File: src/hdl/mll_pkg.sv
// Shared types, constants and helper functions for the markup lexer.
// No dependencies.
`timescale 1ns / 1ps
`default_nettype none
package mll_pkg;
  localparam int unsigned POSITION_WIDTH = 16;
  localparam logic [POSITION_WIDTH-1:0] POS_MAX = {POSITION_WIDTH{1'b1}};

  localparam logic [2:0] K_IDENT = 3'd0;
  localparam logic [2:0] K_STR = 3'd1;
  localparam logic [2:0] K_INT = 3'd2;
  localparam logic [2:0] K_OP = 3'd3;
  localparam logic [2:0] K_BAD = 3'd4;
  localparam logic [2:0] K_UNTERM = 3'd5;
  localparam logic [2:0] K_DONE = 3'd6;

  localparam logic [4:0] OP_NONE = 5'd31;

  typedef struct packed {
    logic [2:0]  kind;
    logic [7:0]  chr;
    logic [31:0] ival;
    logic [4:0]  op;
    logic [15:0] line;
    logic [15:0] col;
    logic        last;
  } tok_t;

  typedef struct packed {
    logic [1:0] n;
    tok_t       t0;
    tok_t       t1;
    tok_t       t2;
  } grp_t;

  function automatic logic [4:0] single_code(input logic [7:0] c);
    logic [4:0] r;
    r = OP_NONE;
    case (c)
      8'h28: r = 5'd4;
      8'h29: r = 5'd5;
      8'h7b: r = 5'd6;
      8'h7d: r = 5'd7;
      8'h5b: r = 5'd8;
      8'h5d: r = 5'd9;
      8'h3c: r = 5'd10;
      8'h3e: r = 5'd11;
      8'h40: r = 5'd12;
      8'h2a: r = 5'd13;
      8'h2b: r = 5'd14;
      8'h21: r = 5'd15;
      8'h2c: r = 5'd16;
      8'h3f: r = 5'd17;
      8'h3a: r = 5'd18;
      8'h2d: r = 5'd19;
      8'h3d: r = 5'd20;
      8'h3b: r = 5'd21;
      8'h2f: r = 5'd22;
      8'h24: r = 5'd23;
      8'h7e: r = 5'd24;
      8'h7c: r = 5'd25;
      default: r = OP_NONE;
    endcase
    return r;
  endfunction

  function automatic logic [4:0] pair_code(input logic [7:0] a, input logic [7:0] b);
    logic [4:0] r;
    r = OP_NONE;
    if (a == 8'h3d && b == 8'h3e) r = 5'd0;
    else if (a == 8'h2d && b == 8'h3e) r = 5'd1;
    else if (a == 8'h3c && b == 8'h2d) r = 5'd2;
    else if (a == 8'h24 && b == 8'h24) r = 5'd3;
    return r;
  endfunction

  function automatic logic [4:0] digit_value(input logic [7:0] c);
    logic [4:0] r;
    r = 5'd31;
    if (c >= 8'h30 && c <= 8'h39) r = 5'(c - 8'h30);
    else if (c >= 8'h61 && c <= 8'h7a && c <= 8'h7a - 8'd10) r = 5'(c - 8'h61 + 8'd10);
    else if (c >= 8'h41 && c <= 8'h5a && c <= 8'h5a - 8'd10) r = 5'(c - 8'h41 + 8'd10);
    else if ((c >= 8'h61 && c <= 8'h7a) || (c >= 8'h41 && c <= 8'h5a)) r = 5'd30;
    return r;
  endfunction
endpackage
`default_nettype wire

File: src/hdl/mll_front.sv
// Front end: accepts source bytes, tracks position and runs the lexer state machine.
// Produces up to two result words per byte as one group. Depends on mll_pkg.
`timescale 1ns / 1ps
`default_nettype none
module mll_front (
  input  wire logic         clk,
  input  wire logic         rst_n,
  input  wire logic         in_valid,
  output logic              in_ready,
  input  wire logic [7:0]   in_byte,
  input  wire logic         in_end_of_input,
  output logic              grp_valid,
  input  wire logic         grp_ready,
  output mll_pkg::grp_t     grp
);
  typedef enum logic [3:0] {
    M_IDLE, M_COMMENT, M_IDENT, M_NUM_ZERO, M_NUM, M_STR, M_ESC, M_OCT, M_HEX, M_OP
  } mode_t;

  localparam int unsigned PW = mll_pkg::POSITION_WIDTH;

  mode_t mode_r, mode_nxt;
  logic [7:0] held_r, held_nxt;
  logic hvalid_r, hvalid_nxt;
  logic [31:0] acc_r, acc_nxt;
  logic [1:0] base_r, base_nxt;
  logic [7:0] esc_r, esc_nxt;
  logic [1:0] ecnt_r, ecnt_nxt;
  logic [7:0] quote_r, quote_nxt;
  logic [PW-1:0] line_r, line_nxt, col_r, col_nxt, tline_r, tline_nxt, tcol_r, tcol_nxt;
  logic halted_r, halted_nxt;

  logic fire;
  mll_pkg::tok_t t [3];
  logic [1:0] n;

  assign in_ready = grp_ready;
  assign fire = in_valid && in_ready;
  assign grp_valid = fire;
  assign grp.n = n;
  assign grp.t0 = t[0];
  assign grp.t1 = t[1];
  assign grp.t2 = t[2];

  function automatic logic is_alpha(input logic [7:0] c);
    return (c >= 8'h61 && c <= 8'h7a) || (c >= 8'h41 && c <= 8'h5a);
  endfunction
  function automatic logic is_digit(input logic [7:0] c);
    return c >= 8'h30 && c <= 8'h39;
  endfunction
  function automatic logic is_space(input logic [7:0] c);
    return c == 8'h20 || (c >= 8'h09 && c <= 8'h0d);
  endfunction

  always_comb begin
    logic [7:0] c;
    logic [4:0] d;
    logic [4:0] code;
    logic [4:0] rad;
    logic again;
    logic [7:0] ev;
    mode_nxt = mode_r; held_nxt = held_r; hvalid_nxt = hvalid_r; acc_nxt = acc_r;
    base_nxt = base_r; esc_nxt = esc_r; ecnt_nxt = ecnt_r; quote_nxt = quote_r;
    line_nxt = line_r; col_nxt = col_r; tline_nxt = tline_r; tcol_nxt = tcol_r;
    halted_nxt = halted_r;
    n = 2'd0;
    for (int i = 0; i < 3; i++) t[i] = '0;
    c = in_byte;
    d = '0; code = '0; again = 1'b0; ev = '0;
    case (base_r)
      2'd1: rad = 5'd16;
      2'd2: rad = 5'd8;
      2'd3: rad = 5'd2;
      default: rad = 5'd10;
    endcase
    if (in_end_of_input) begin
      if (!halted_r) begin
        case (mode_r)
          M_IDENT: begin
            t[0] = '{mll_pkg::K_IDENT, held_r, 32'd0, 5'd0, 16'(tline_r), 16'(tcol_r), 1'b1};
            n = 2'd1;
          end
          M_NUM_ZERO, M_NUM: begin
            t[0] = '{mll_pkg::K_INT, 8'd0, acc_r, 5'd0, 16'(tline_r), 16'(tcol_r), 1'b1};
            n = 2'd1;
          end
          M_STR, M_ESC, M_OCT, M_HEX: begin
            t[0] = '{mll_pkg::K_UNTERM, quote_r, 32'd0, 5'd0, 16'(tline_r), 16'(tcol_r), 1'b1};
            n = 2'd1;
          end
          M_OP: begin
            t[0] = '{mll_pkg::K_OP, 8'd0, 32'd0, mll_pkg::single_code(held_r), 16'(tline_r),
                     16'(tcol_r), 1'b1};
            n = 2'd1;
          end
          default: n = 2'd0;
        endcase
      end
      t[n] = '{mll_pkg::K_DONE, 8'd0, 32'd0, 5'd0, 16'(line_r), 16'(col_r), 1'b1};
      n = n + 2'd1;
      mode_nxt = M_IDLE; held_nxt = '0; hvalid_nxt = 1'b0; acc_nxt = '0; base_nxt = '0;
      esc_nxt = '0; ecnt_nxt = '0; quote_nxt = '0; line_nxt = PW'(1); col_nxt = PW'(1);
      tline_nxt = PW'(1); tcol_nxt = PW'(1); halted_nxt = 1'b0;
    end else if (!halted_r) begin
      // first pass: current mode; may hand the byte back to idle handling
      case (mode_r)
        M_COMMENT: if (c == 8'h0a) mode_nxt = M_IDLE;
        M_IDENT: begin
          if (is_alpha(c) || is_digit(c)) begin
            t[0] = '{mll_pkg::K_IDENT, held_r, 32'd0, 5'd0, 16'(tline_r), 16'(tcol_r), 1'b0};
            n = 2'd1; held_nxt = c;
          end else begin
            t[0] = '{mll_pkg::K_IDENT, held_r, 32'd0, 5'd0, 16'(tline_r), 16'(tcol_r), 1'b1};
            n = 2'd1; hvalid_nxt = 1'b0; again = 1'b1;
          end
        end
        M_NUM_ZERO, M_NUM: begin
          d = mll_pkg::digit_value(c);
          if (mode_r == M_NUM_ZERO && (c == 8'h78 || c == 8'h58)) begin
            base_nxt = 2'd1; mode_nxt = M_NUM;
          end else if (mode_r == M_NUM_ZERO && (c == 8'h6f || c == 8'h4f)) begin
            base_nxt = 2'd2; mode_nxt = M_NUM;
          end else if (mode_r == M_NUM_ZERO && (c == 8'h62 || c == 8'h42)) begin
            base_nxt = 2'd3; mode_nxt = M_NUM;
          end else if (d < rad) begin
            mode_nxt = M_NUM;
            case (base_r)
              2'd1: acc_nxt = {acc_r[27:0], 4'd0} + 32'(d);
              2'd2: acc_nxt = {acc_r[28:0], 3'd0} + 32'(d);
              2'd3: acc_nxt = {acc_r[30:0], 1'b0} + 32'(d);
              default: acc_nxt = {acc_r[28:0], 3'd0} + {acc_r[30:0], 1'b0} + 32'(d);
            endcase
          end else begin
            t[0] = '{mll_pkg::K_INT, 8'd0, acc_r, 5'd0, 16'(tline_r), 16'(tcol_r), 1'b1};
            n = 2'd1; again = 1'b1;
          end
        end
        M_STR: begin
          if (c == quote_r) begin
            t[0] = '{mll_pkg::K_STR, hvalid_r ? held_r : 8'd0, 32'd0, 5'd0, 16'(tline_r),
                     16'(tcol_r), 1'b1};
            n = 2'd1; hvalid_nxt = 1'b0; mode_nxt = M_IDLE;
          end else if (c == 8'h5c) begin
            mode_nxt = M_ESC;
          end else begin
            if (hvalid_r) begin
              t[0] = '{mll_pkg::K_STR, held_r, 32'd0, 5'd0, 16'(tline_r), 16'(tcol_r), 1'b0};
              n = 2'd1;
            end
            held_nxt = c; hvalid_nxt = 1'b1;
          end
        end
        M_ESC: begin
          if (c >= 8'h30 && c <= 8'h37) begin
            esc_nxt = {5'd0, c[2:0]}; ecnt_nxt = 2'd1; mode_nxt = M_OCT;
          end else if (c == 8'h78) begin
            esc_nxt = '0; ecnt_nxt = '0; mode_nxt = M_HEX;
          end else begin
            case (c)
              8'h61: ev = 8'd7;
              8'h62: ev = 8'd8;
              8'h74: ev = 8'd9;
              8'h6e: ev = 8'd10;
              8'h76: ev = 8'd11;
              8'h66: ev = 8'd12;
              8'h72: ev = 8'd13;
              default: ev = c;
            endcase
            if (hvalid_r) begin
              t[0] = '{mll_pkg::K_STR, held_r, 32'd0, 5'd0, 16'(tline_r), 16'(tcol_r), 1'b0};
              n = 2'd1;
            end
            held_nxt = ev; hvalid_nxt = 1'b1; mode_nxt = M_STR;
          end
        end
        M_OCT, M_HEX: begin
          d = mll_pkg::digit_value(c);
          if (mode_r == M_OCT && c >= 8'h30 && c <= 8'h37 && ecnt_r < 2'd3) begin
            ev = {esc_r[4:0], c[2:0]};
          end else if (mode_r == M_HEX && d < 5'd16 && ecnt_r < 2'd2) begin
            ev = {esc_r[3:0], d[3:0]};
          end else begin
            again = 1'b1;
          end
          if (!again) begin
            esc_nxt = ev; ecnt_nxt = ecnt_r + 2'd1;
            if ((mode_r == M_OCT && ecnt_r == 2'd2) || (mode_r == M_HEX && ecnt_r == 2'd1)) begin
              if (hvalid_r) begin
                t[0] = '{mll_pkg::K_STR, held_r, 32'd0, 5'd0, 16'(tline_r), 16'(tcol_r), 1'b0};
                n = 2'd1;
              end
              held_nxt = ev; hvalid_nxt = 1'b1; mode_nxt = M_STR;
            end
          end else begin
            if (hvalid_r) begin
              t[0] = '{mll_pkg::K_STR, held_r, 32'd0, 5'd0, 16'(tline_r), 16'(tcol_r), 1'b0};
              n = 2'd1;
            end
            held_nxt = esc_r; hvalid_nxt = 1'b1; mode_nxt = M_STR; again = 1'b0;
            // re-lex terminating byte in string mode
            if (c == quote_r) begin
              t[n] = '{mll_pkg::K_STR, esc_r, 32'd0, 5'd0, 16'(tline_r), 16'(tcol_r), 1'b1};
              n = n + 2'd1; hvalid_nxt = 1'b0; mode_nxt = M_IDLE;
            end else if (c == 8'h5c) begin
              mode_nxt = M_ESC;
            end else begin
              t[n] = '{mll_pkg::K_STR, esc_r, 32'd0, 5'd0, 16'(tline_r), 16'(tcol_r), 1'b0};
              n = n + 2'd1; held_nxt = c;
            end
          end
        end
        M_OP: begin
          code = mll_pkg::pair_code(held_r, c);
          mode_nxt = M_IDLE;
          if (code != mll_pkg::OP_NONE) begin
            t[0] = '{mll_pkg::K_OP, 8'd0, 32'd0, code, 16'(tline_r), 16'(tcol_r), 1'b1};
          end else begin
            t[0] = '{mll_pkg::K_OP, 8'd0, 32'd0, mll_pkg::single_code(held_r), 16'(tline_r),
                     16'(tcol_r), 1'b1};
            again = 1'b1;
          end
          n = 2'd1;
        end
        default: again = 1'b1;
      endcase
      if (again) begin
        mode_nxt = M_IDLE; tline_nxt = line_r; tcol_nxt = col_r;
        code = mll_pkg::single_code(c);
        if (is_space(c)) begin
          mode_nxt = M_IDLE;
        end else if (c == 8'h23) begin
          mode_nxt = M_COMMENT;
        end else if (is_alpha(c)) begin
          held_nxt = c; mode_nxt = M_IDENT;
        end else if (is_digit(c)) begin
          acc_nxt = {28'd0, c[3:0]}; base_nxt = 2'd0;
          mode_nxt = (c == 8'h30) ? M_NUM_ZERO : M_NUM;
        end else if (c == 8'h27 || c == 8'h22) begin
          quote_nxt = c; hvalid_nxt = 1'b0; mode_nxt = M_STR;
        end else if (c == 8'h3d || c == 8'h2d || c == 8'h3c || c == 8'h24) begin
          held_nxt = c; mode_nxt = M_OP;
        end else if (code != mll_pkg::OP_NONE) begin
          t[n] = '{mll_pkg::K_OP, 8'd0, 32'd0, code, 16'(line_r), 16'(col_r), 1'b1};
          n = n + 2'd1;
        end else begin
          t[n] = '{mll_pkg::K_BAD, c, 32'd0, 5'd0, 16'(line_r), 16'(col_r), 1'b1};
          n = n + 2'd1; halted_nxt = 1'b1;
        end
      end
      if (c == 8'h0a) begin
        if (line_r != mll_pkg::POS_MAX) line_nxt = line_r + PW'(1);
        col_nxt = PW'(1);
      end else if (col_r != mll_pkg::POS_MAX) begin
        col_nxt = col_r + PW'(1);
      end
    end
  end

  always_ff @(posedge clk) begin
    if (!rst_n) begin
      mode_r <= M_IDLE; held_r <= '0; hvalid_r <= 1'b0; acc_r <= '0; base_r <= '0;
      esc_r <= '0; ecnt_r <= '0; quote_r <= '0; line_r <= PW'(1); col_r <= PW'(1);
      tline_r <= PW'(1); tcol_r <= PW'(1); halted_r <= 1'b0;
    end else if (fire) begin
      mode_r <= mode_nxt; held_r <= held_nxt; hvalid_r <= hvalid_nxt; acc_r <= acc_nxt;
      base_r <= base_nxt; esc_r <= esc_nxt; ecnt_r <= ecnt_nxt; quote_r <= quote_nxt;
      line_r <= line_nxt; col_r <= col_nxt; tline_r <= tline_nxt; tcol_r <= tcol_nxt;
      halted_r <= halted_nxt;
    end
  end
endmodule
`default_nettype wire

File: src/hdl/mll_back.sv
// Back end: two-entry queue of result groups, drained one word per cycle while out_ready is high.
// Depends on mll_pkg.
`timescale 1ns / 1ps
`default_nettype none
module mll_back (
  input  wire logic         clk,
  input  wire logic         rst_n,
  input  wire logic         grp_valid,
  output logic              grp_ready,
  input  wire mll_pkg::grp_t grp,
  output logic              out_valid,
  input  wire logic         out_ready,
  output mll_pkg::tok_t     tok
);
  mll_pkg::grp_t q_r [2];
  logic wp_r, rp_r;
  logic [1:0] cnt_r;
  logic [1:0] idx_r;
  logic push, pop, head_ok;
  mll_pkg::grp_t h;

  assign h = q_r[rp_r];
  assign head_ok = (cnt_r != 2'd0) && (h.n != 2'd0);
  assign grp_ready = cnt_r != 2'd2;
  assign push = grp_valid && grp_ready && grp.n != 2'd0;
  assign out_valid = head_ok;
  assign pop = (cnt_r != 2'd0) && ((out_valid && out_ready && idx_r == h.n - 2'd1));

  always_comb begin
    case (idx_r)
      2'd0: tok = h.t0;
      2'd1: tok = h.t1;
      default: tok = h.t2;
    endcase
  end

  always_ff @(posedge clk) begin
    if (push) q_r[wp_r] <= grp;
  end

  always_ff @(posedge clk) begin
    if (!rst_n) begin
      wp_r <= 1'b0; rp_r <= 1'b0; cnt_r <= '0; idx_r <= '0;
    end else begin
      if (push) wp_r <= ~wp_r;
      if (pop) begin
        rp_r <= ~rp_r; idx_r <= '0;
      end else if (out_valid && out_ready) begin
        idx_r <= idx_r + 2'd1;
      end
      cnt_r <= cnt_r + {1'b0, push} - {1'b0, pop};
    end
  end
endmodule
`default_nettype wire

File: src/hdl/markup_language_lexer.sv
// Streaming lexer top level: front state machine, group queue, word output.
// Depends on mll_pkg, mll_front, mll_back.
//
// Input channel: one source byte per word (in_byte), or an end marker
// (in_end_of_input) that flushes the pending token and emits a done word.
// Output channel: one result word per handshake; a byte causes 0 to 2 words.
// Throughput: one byte per cycle while each byte yields at most one word
// and out_ready is high; a byte's words leave one per handshake. The rate
// is set by the single output port draining the group queue.
// Latency: a word is visible the cycle after its byte if the queue was empty.
// A two-group queue decouples the sides; in_ready drops only when it is full,
// so a stalled receiver backs up into the input after two groups.
// Reset (rst_n low, synchronous) returns to line 1, column 1, between tokens,
// and empties the queue.
`timescale 1ns / 1ps
`default_nettype none
module markup_language_lexer (
  input  wire logic        clk,
  input  wire logic        rst_n,
  input  wire logic        in_valid,
  output logic             in_ready,
  input  wire logic [7:0]  in_byte,
  input  wire logic        in_end_of_input,
  output logic             out_valid,
  input  wire logic        out_ready,
  output logic [2:0]       out_token_kind,
  output logic [7:0]       out_char_value,
  output logic [31:0]      out_int_value,
  output logic [4:0]       out_op_code,
  output logic [15:0]      out_start_line,
  output logic [15:0]      out_start_column,
  output logic             out_token_last
);
  logic gv, gr;
  mll_pkg::grp_t g;
  mll_pkg::tok_t tk;

  mll_front u_front (.clk, .rst_n, .in_valid, .in_ready, .in_byte, .in_end_of_input,
                     .grp_valid(gv), .grp_ready(gr), .grp(g));
  mll_back u_back (.clk, .rst_n, .grp_valid(gv), .grp_ready(gr), .grp(g),
                   .out_valid, .out_ready, .tok(tk));

  assign out_token_kind = tk.kind;
  assign out_char_value = tk.chr;
  assign out_int_value = tk.ival;
  assign out_op_code = tk.op;
  assign out_start_line = tk.line;
  assign out_start_column = tk.col;
  assign out_token_last = tk.last;

  a_err_last: assert property (@(posedge clk) disable iff (!rst_n)
    out_valid && (out_token_kind == mll_pkg::K_BAD || out_token_kind == mll_pkg::K_DONE)
    |-> out_token_last) else $error("error word without last");
  a_line_pos: assert property (@(posedge clk) disable iff (!rst_n)
    out_valid |-> out_start_line != 16'd0) else $error("zero line");
  a_done_eoi: assert property (@(posedge clk) disable iff (!rst_n)
    in_valid && in_ready && in_end_of_input |=> out_valid) else $error("no done word");
endmodule
`default_nettype wire
File: config.mk
export PLATFORM = sky130hd
export DESIGN_NAME = markup_language_lexer
export DESIGN_NICKNAME = d
export VERILOG_FILES = /design/src/hdl/mll_pkg.sv /design/src/hdl/mll_front.sv /design/src/hdl/mll_back.sv /design/src/hdl/markup_language_lexer.sv
export SDC_FILE = /design/constraint.sdc
export NUM_CORES = 1
export LEC_CHECK = 0
export BUFFER_PORTS_ARGS = -buffer_cell sky130_fd_sc_hd__buf_2
export CELL_PAD_IN_SITES_DETAIL_PLACEMENT = 1
export CELL_PAD_IN_SITES_GLOBAL_PLACEMENT = 1
export CORE_UTILIZATION = 40
export DETAILED_ROUTE_END_ITERATION = 8
export PLACE_DENSITY = 0.77
export SYNTH_ARGS = -nofsm -noshare
export SYNTH_HDL_FRONTEND = slang
export SYNTH_HIERARCHICAL = 1
export SYNTH_SLANG_ARGS = --single-unit
File: constraint.sdc
create_clock -name clk -period 16.7 [get_ports clk]
set_input_delay 1.67 -clock clk [delete_from_list [all_inputs] [get_ports clk]]
set_output_delay 1.67 -clock clk [all_outputs]
set_load 0.03 [all_outputs]
## Yosys cells after proc, flatten, opt, wreduce, memory -nomap -nowiden

Memories as Yosys holds them, arrays and structs flattened. A register that Yosys moved wholly into a read port is not among the register bits.
Index checks and enable logic that the tools add are counted.

- Equal/unequal tests: 96
- Muxes and demuxes: 256
- Reduce and logical (&&, ||, !) cells: 67
- Bitwise gates (word level): 6
- Order comparisons: 21
- Add/sub/neg operators: 20

Operators by type and width:

| operator | number |
|---|---|
| 243-bit two-way mux | 12 |
| 81-bit two-way mux | 19 |
| 243-bit bitwise mux | 5 |
| 162-bit two-way mux | 4 |
| 81-bit demux with 2-bit select | 3 |
| 81-bit case mux with 6 select lines | 1 |
| 32-bit two-way mux | 12 |
| 81-bit case mux with 4 select lines | 1 |
| 8-bit by 6-bit equality test with 1-bit output, second input constant | 35 |
| 8-bit two-way mux | 34 |
| 16-bit two-way mux | 14 |
| 5-bit case mux with 22 select lines | 2 |
| 8-bit by 7-bit equality test with 1-bit output, second input constant | 27 |
| 81-bit case mux with 2 select lines | 1 |
| 79-bit two-way mux | 2 |
| 32-bit by 5-bit adder with 32-bit output | 4 |
| 32-bit case mux with 3 select lines | 1 |
| 5-bit two-way mux | 19 |
| 2-bit two-way mux | 44 |
| 4-bit two-way mux | 21 |
| 80-bit two-way mux | 1 |
| 8-bit case mux with 7 select lines | 1 |
| 1-bit two-way mux | 49 |
| 38-bit two-way mux | 1 |
| 62 further kinds | 153 |

- Register bits: 136
- Word-level logic and storage cells: 484
- Input port bits: 13
- Memories: 1
- Output and inout port bits: 83
- Bits in writable memories: 490

Memories:

| memory | depth | width | read ports | clocked after memory_dff | wr ports | RTL line | RTL |
|---|---|---|---|---|---|---|---|
| u_back.q_r | 2 | 245 | 1 | 1 | 1 | mll_back.sv:15 | `mll_pkg::grp_t q_r [2];` |

## Logic depth before layout (Yosys ltp)

- Depth in word-level cells: 45
- Gate-level depth with buffers: 26
- Gate-level depth less buffers: 24

## Cells and area by module

Netlist, hierarchy kept.

Modules (own cells, without submodules):

| module | cells each | sequential area each (um^2) | instances | area an instance (um^2) |
|---|---|---|---|---|
| mll_back | 1,191 | 14,854.2 | 1 | 19,711.4 |
| mll_front | 2,099 | 2,602.5 | 1 | 15,234.6 |

## Worst setup path before layout

No wires, ideal clock.

- Path kind: input to register
- Start point: input in_byte[0]
- End point: register u_back.wp_r
- Arrival: 16.810 ns
- Slack: -0.216 ns
- Library setup time: 0.106 ns
- Required time: 16.594 ns
- Buffers on the path: 1
- Cell stages on the path: 21
- Path through: clkbuf_1 > inv_1 > ha_1 > nor3b_1 > mux2i_1 > a21oi_1 > a311oi_1 > inv_1 > ha_1 > o41ai_1 > o221a_2 > nand2_1 > and2_1 > nor3b_1 > ha_1 > o21ai_0 > nand2_1 > nand2_1 > o211ai_1 > nor2_1 > o21a_1

RTL lines:

| item | RTL line | RTL |
|---|---|---|
| start, declared | markup_language_lexer.sv:22 | `input wire logic [7:0] in_byte,` |
| end signal, assigned | mll_back.sv:45 | `if (push) wp_r <= ~wp_r;` |
| end, declared | mll_back.sv:16 | `logic wp_r, rp_r;` |

==> results.cfg <==
[status]
outcome = finished clean

[pwr]
power.leakage_nw = 13.6
worst_ir_drop_vdd_mv = 0.146
power.density_cell_area_nw_per_um2 = 124
report.power.total_mw = 4.73

[setup_path]
path_class = primary input to register
cp.required_ns = 16.93
timing.critical_path.arrival_ns = 9.82
largest_fanout_on_the_critical_path = 173
endpoint_kind = register
startpoint_type = primary input

[floorplanning]
core_area_sq_um = 86600
die_area_sq_um = 88600
floorplan_die_width_um = 298
chipHeight_um = 298
initial_utilization_pct = 40.3
io_pins = 96
placementRows = 108

[clocking]
post_cts_resized = 0
max-clock-path-buffers = 3
worst_setup_hold_path_clk_slew_ns = 0.05
ctsHoldBuffers = 0
tritoncts = built
root_buffer = sky130_fd_sc_hd__clkbuf_16
numCtsBuffers = 71
insertion_delay_of_the_later_clocked_pin_in_the_worst_skew_pair_ns = 0.64
tritoncts_sinks = 627
h_tree_depth = 3
cts_post_setup_buffers_inserted = 0

[sta]
relSlewSlack_pct = 17.5
clock-skew-final_ns = 0.0384
final_max_slew_viol_count = 0
period_utilisation_layout_pct = 57.4
unrepaired_setup_endpoints_after_global_routing = false
layout_min_cycle_time_ns = 9.59
max_freq_ghz = 0.104
final_hold_vios = 0
setup_viol = 0
setup_slack_ns = 7.11
final_tns_setup_ns = 0
worst_slew_pin_slew_ns = 1.22

[routing]
routed_wl_mm = 107
drc_viols = 0
num_vias = 27025
drt-wirelength-per-cell_um = 24.2
routed_via_density = 6.09
antenna_violating_nets_post_route = 0
drt-pass1-iter-count = 7
drt_first_iter_violations = 2213

[placement]
post_dp_cell_area_sq_um = 35900
place.gp.congestion = 0.947
place_worst_setup_slack_ns = 6.70
number_of_buffers_inserted_by_port_buffering = 95
place.detailed.hpwl_mm = 68.8

[logic_synthesis]
syn_area_sq_um = 34900
synthesis.yosys.warnings = 6
count_of_flip_flops_with_a_built_in_enable_after_synthesis = 490
yosys_most_used_dff = sky130_fd_sc_hd__edfxtp_1
ys_async_sr_fraction_pct = 0
flop_and_latch_count_out_of_synthesis = 627
synthesized_instance_count = 3290
synth.avg_cell_area_sq_um = 10.6
synth.yosys.seq_area_share_pct = 50.0
count_of_cell_types_in_the_netlist = 102

[job]
number_of_violations_of_the_max_capacitance_limit = 0

[cells_and_area]
most-common-layout-cells = sky130_fd_sc_hd__edfxtp_1, sky130_fd_sc_hd__a21oi_1, sky130_fd_sc_hd__nor3b_1, sky130_fd_sc_hd__nor2_1, sky130_fd_sc_hd__nand2_1
fill_cells = 9361
areaGrowthSynthToFinish_pct = 9.47
final_common_cell = sky130_fd_sc_hd__edfxtp_1
ratio_of_cells_with_drive_above_1_in_the_final_layout_pct = 11.8
fin_area_sq_um = 38300
final_nets = 3332

[global_routing]
largest_net_degree_at_the_start_of_global_routing = 202
grt_pass1_wl_mm = 166
antenna_violations_before_repair = 3
grt_pass1_vias = 27795
overflow = 0
grt_usage_pct = 23.7

[worst_hold_path]
worstHoldPathType = register to register
## worst paths after layout
kind / start / endpoint / slack (ns) / cells past startpoint
hold / removal: u_back/rp_r$_SDFFE_PN0P_ / register / 0.49 / 2
setup / recovery: in_byte[1] / u_back/q_r[0][64]$_DFFE_PP_ / 7.11 / 22
setup reg to reg: u_front/mode_r[0]$_SDFFE_PN0P_ / u_back/q_r[0][64]$_DFFE_PP_ / 9.68 / 13
hold reg to reg: u_back/rp_r$_SDFFE_PN0P_ / register / 0.49 / 2
## Yosys cell counts (9+ instances only)
cell | count | area share (%)
sky130_fd_sc_hd__a211oi_1 | 96 | 2.1
sky130_fd_sc_hd__a21boi_0 | 12 | 0.26
sky130_fd_sc_hd__a21o_1 | 108 | 2.3
sky130_fd_sc_hd__a21oi_1 | 279 | 4.0
sky130_fd_sc_hd__a221oi_1 | 28 | 0.70
sky130_fd_sc_hd__a222oi_1 | 11 | 0.32
sky130_fd_sc_hd__a22o_1 | 94 | 2.4
sky130_fd_sc_hd__a22oi_1 | 12 | 0.26
sky130_fd_sc_hd__a31oi_1 | 44 | 0.79
sky130_fd_sc_hd__a32oi_1 | 12 | 0.30
sky130_fd_sc_hd__and2_1 | 84 | 1.5
sky130_fd_sc_hd__and3_1 | 34 | 0.61
sky130_fd_sc_hd__buf_1 | 17 | 0.18
sky130_fd_sc_hd__buf_2 | 59 | 0.84
sky130_fd_sc_hd__buf_4 | 70 | 1.5
sky130_fd_sc_hd__clkbuf_1 | 193 | 2.1
sky130_fd_sc_hd__dfxtp_1 | 137 | 7.8
sky130_fd_sc_hd__edfxtp_1 | 490 | 42
sky130_fd_sc_hd__ha_1 | 87 | 3.1
sky130_fd_sc_hd__inv_1 | 47 | 0.50
sky130_fd_sc_hd__mux2_2 | 84 | 2.7
sky130_fd_sc_hd__mux2i_1 | 24 | 0.69
sky130_fd_sc_hd__nand2_1 | 159 | 1.7
sky130_fd_sc_hd__nand2b_1 | 20 | 0.36
sky130_fd_sc_hd__nand3_1 | 57 | 0.82
sky130_fd_sc_hd__nand3b_1 | 9 | 0.19
sky130_fd_sc_hd__nand4_1 | 34 | 0.61
sky130_fd_sc_hd__nor2_1 | 164 | 1.8
sky130_fd_sc_hd__nor2b_1 | 79 | 1.4
sky130_fd_sc_hd__nor3_1 | 56 | 0.80
sky130_fd_sc_hd__nor3b_1 | 171 | 3.7
sky130_fd_sc_hd__nor4_1 | 17 | 0.30
sky130_fd_sc_hd__o21ai_0 | 115 | 1.6
sky130_fd_sc_hd__o21ai_1 | 9 | 0.13
sky130_fd_sc_hd__o221ai_1 | 15 | 0.38
sky130_fd_sc_hd__o22ai_1 | 17 | 0.30
sky130_fd_sc_hd__o31ai_1 | 14 | 0.30
sky130_fd_sc_hd__or3_1 | 20 | 0.36
sky130_fd_sc_hd__xnor2_1 | 75 | 1.9
sky130_fd_sc_hd__xor2_1 | 69 | 1.7
## area by class of cell
cell class | instances | area, sq um | share of cell area [%]
Sequential cell | 627 | 17500 | 45.6
Timing Repair Buffer | 146 | 896 | 2.34
Clock inverter | 35 | 399 | 1.04
Multi-Input combinational cell | 2332 | 16000 | 41.7
Tap cell | 1155 | 1450 | 3.78
Inverter | 49 | 184 | 0.481
Clock buffer | 94 | 1910 | 5.00
Antenna cell | 1 | 2.50 | 0.00654
## layer usage
layer / track usage [%] / share of wire, % / wire length, um
met2: 38.9 / 47 / 50600
met4: 6.85 / 2.4 / 2530
met5: 0 / 0.0084 / 9
met1: 32.3 / 44 / 47200
met3: 3.79 / 6.4 / 6880
## flip-flops by register name (all words and copies together) (netlist names), named ones only
| signal | cells |
|---|---|
| u_back/q_r | 490 |
| u_front/acc_r | 32 |
| u_front/col_r | 16 |
| u_front/line_r | 16 |
| u_front/tcol_r | 16 |
| u_front/tline_r | 16 |
| u_front/esc_r | 8 |
| u_front/held_r | 8 |
| u_front/quote_r | 8 |
| u_front/mode_r | 4 |
| u_back/cnt_r | 2 |
| u_back/idx_r | 2 |
| u_front/base_r | 2 |
| u_front/ecnt_r | 2 |
| u_back/rp_r | 1 |
| u_back/wp_r | 1 |
| u_front/halted_r | 1 |
| u_front/hvalid_r | 1 |
## metrics by stage
stage          util [%]  hold WS [ns]  std cells
3_3_place_gp       41.5         0.459       4309
3_5_place_dp       41.5         0.479       4309
6_report           44.2         0.488       4439
4_1_cts            44.2         0.492       4438
2_1_floorplan         -         0.434       3353
5_1_grt            44.2         0.503       4438
## power by group
group	internal [mW]	switching, mW
Clock	0.885	0.669
Combinational	0.366	0.893
Sequential	1.87	0.0549
Total	3.12	1.62
## logic make-up (layout without fill, tap and decap cells)
group,after synthesis,count (layout),synth area share (%)
buffers and inverters,394,324,5.31
AND/OR/NAND/NOR,960,960,15.6
adder cells (fa/ha/maj),92,92,3.40
other,1,65,0.0107
XOR/XNOR,145,145,3.66
multiplexers,109,109,3.43
flip-flops,627,627,50.0
AO/OA/AOI/OAI,962,962,18.6
## critical path: stages
cell and delay, ns:
sky130_fd_sc_hd__buf_2 0.23, sky130_fd_sc_hd__inv_1 0.25, sky130_fd_sc_hd__ha_1 0.63, sky130_fd_sc_hd__nor3b_1 0.55
sky130_fd_sc_hd__mux2i_1 0.41, sky130_fd_sc_hd__a21oi_1 0.27, sky130_fd_sc_hd__a311oi_1 0.59, sky130_fd_sc_hd__inv_1 0.28
sky130_fd_sc_hd__ha_1 0.39, sky130_fd_sc_hd__o41ai_1 0.11, sky130_fd_sc_hd__o221a_2 0.27, sky130_fd_sc_hd__nand2_1 0.09
sky130_fd_sc_hd__and2_1 0.21, sky130_fd_sc_hd__nor3b_1 0.72, sky130_fd_sc_hd__ha_1 0.37, sky130_fd_sc_hd__o21ai_0 0.17
sky130_fd_sc_hd__nand2_1 0.07, sky130_fd_sc_hd__nand2_1 0.10, sky130_fd_sc_hd__o211ai_1 0.28, sky130_fd_sc_hd__nor2_4 0.36
sky130_fd_sc_hd__buf_4 0.82, sky130_fd_sc_hd__buf_12 0.75
Power figures use the tool's default switching activity.
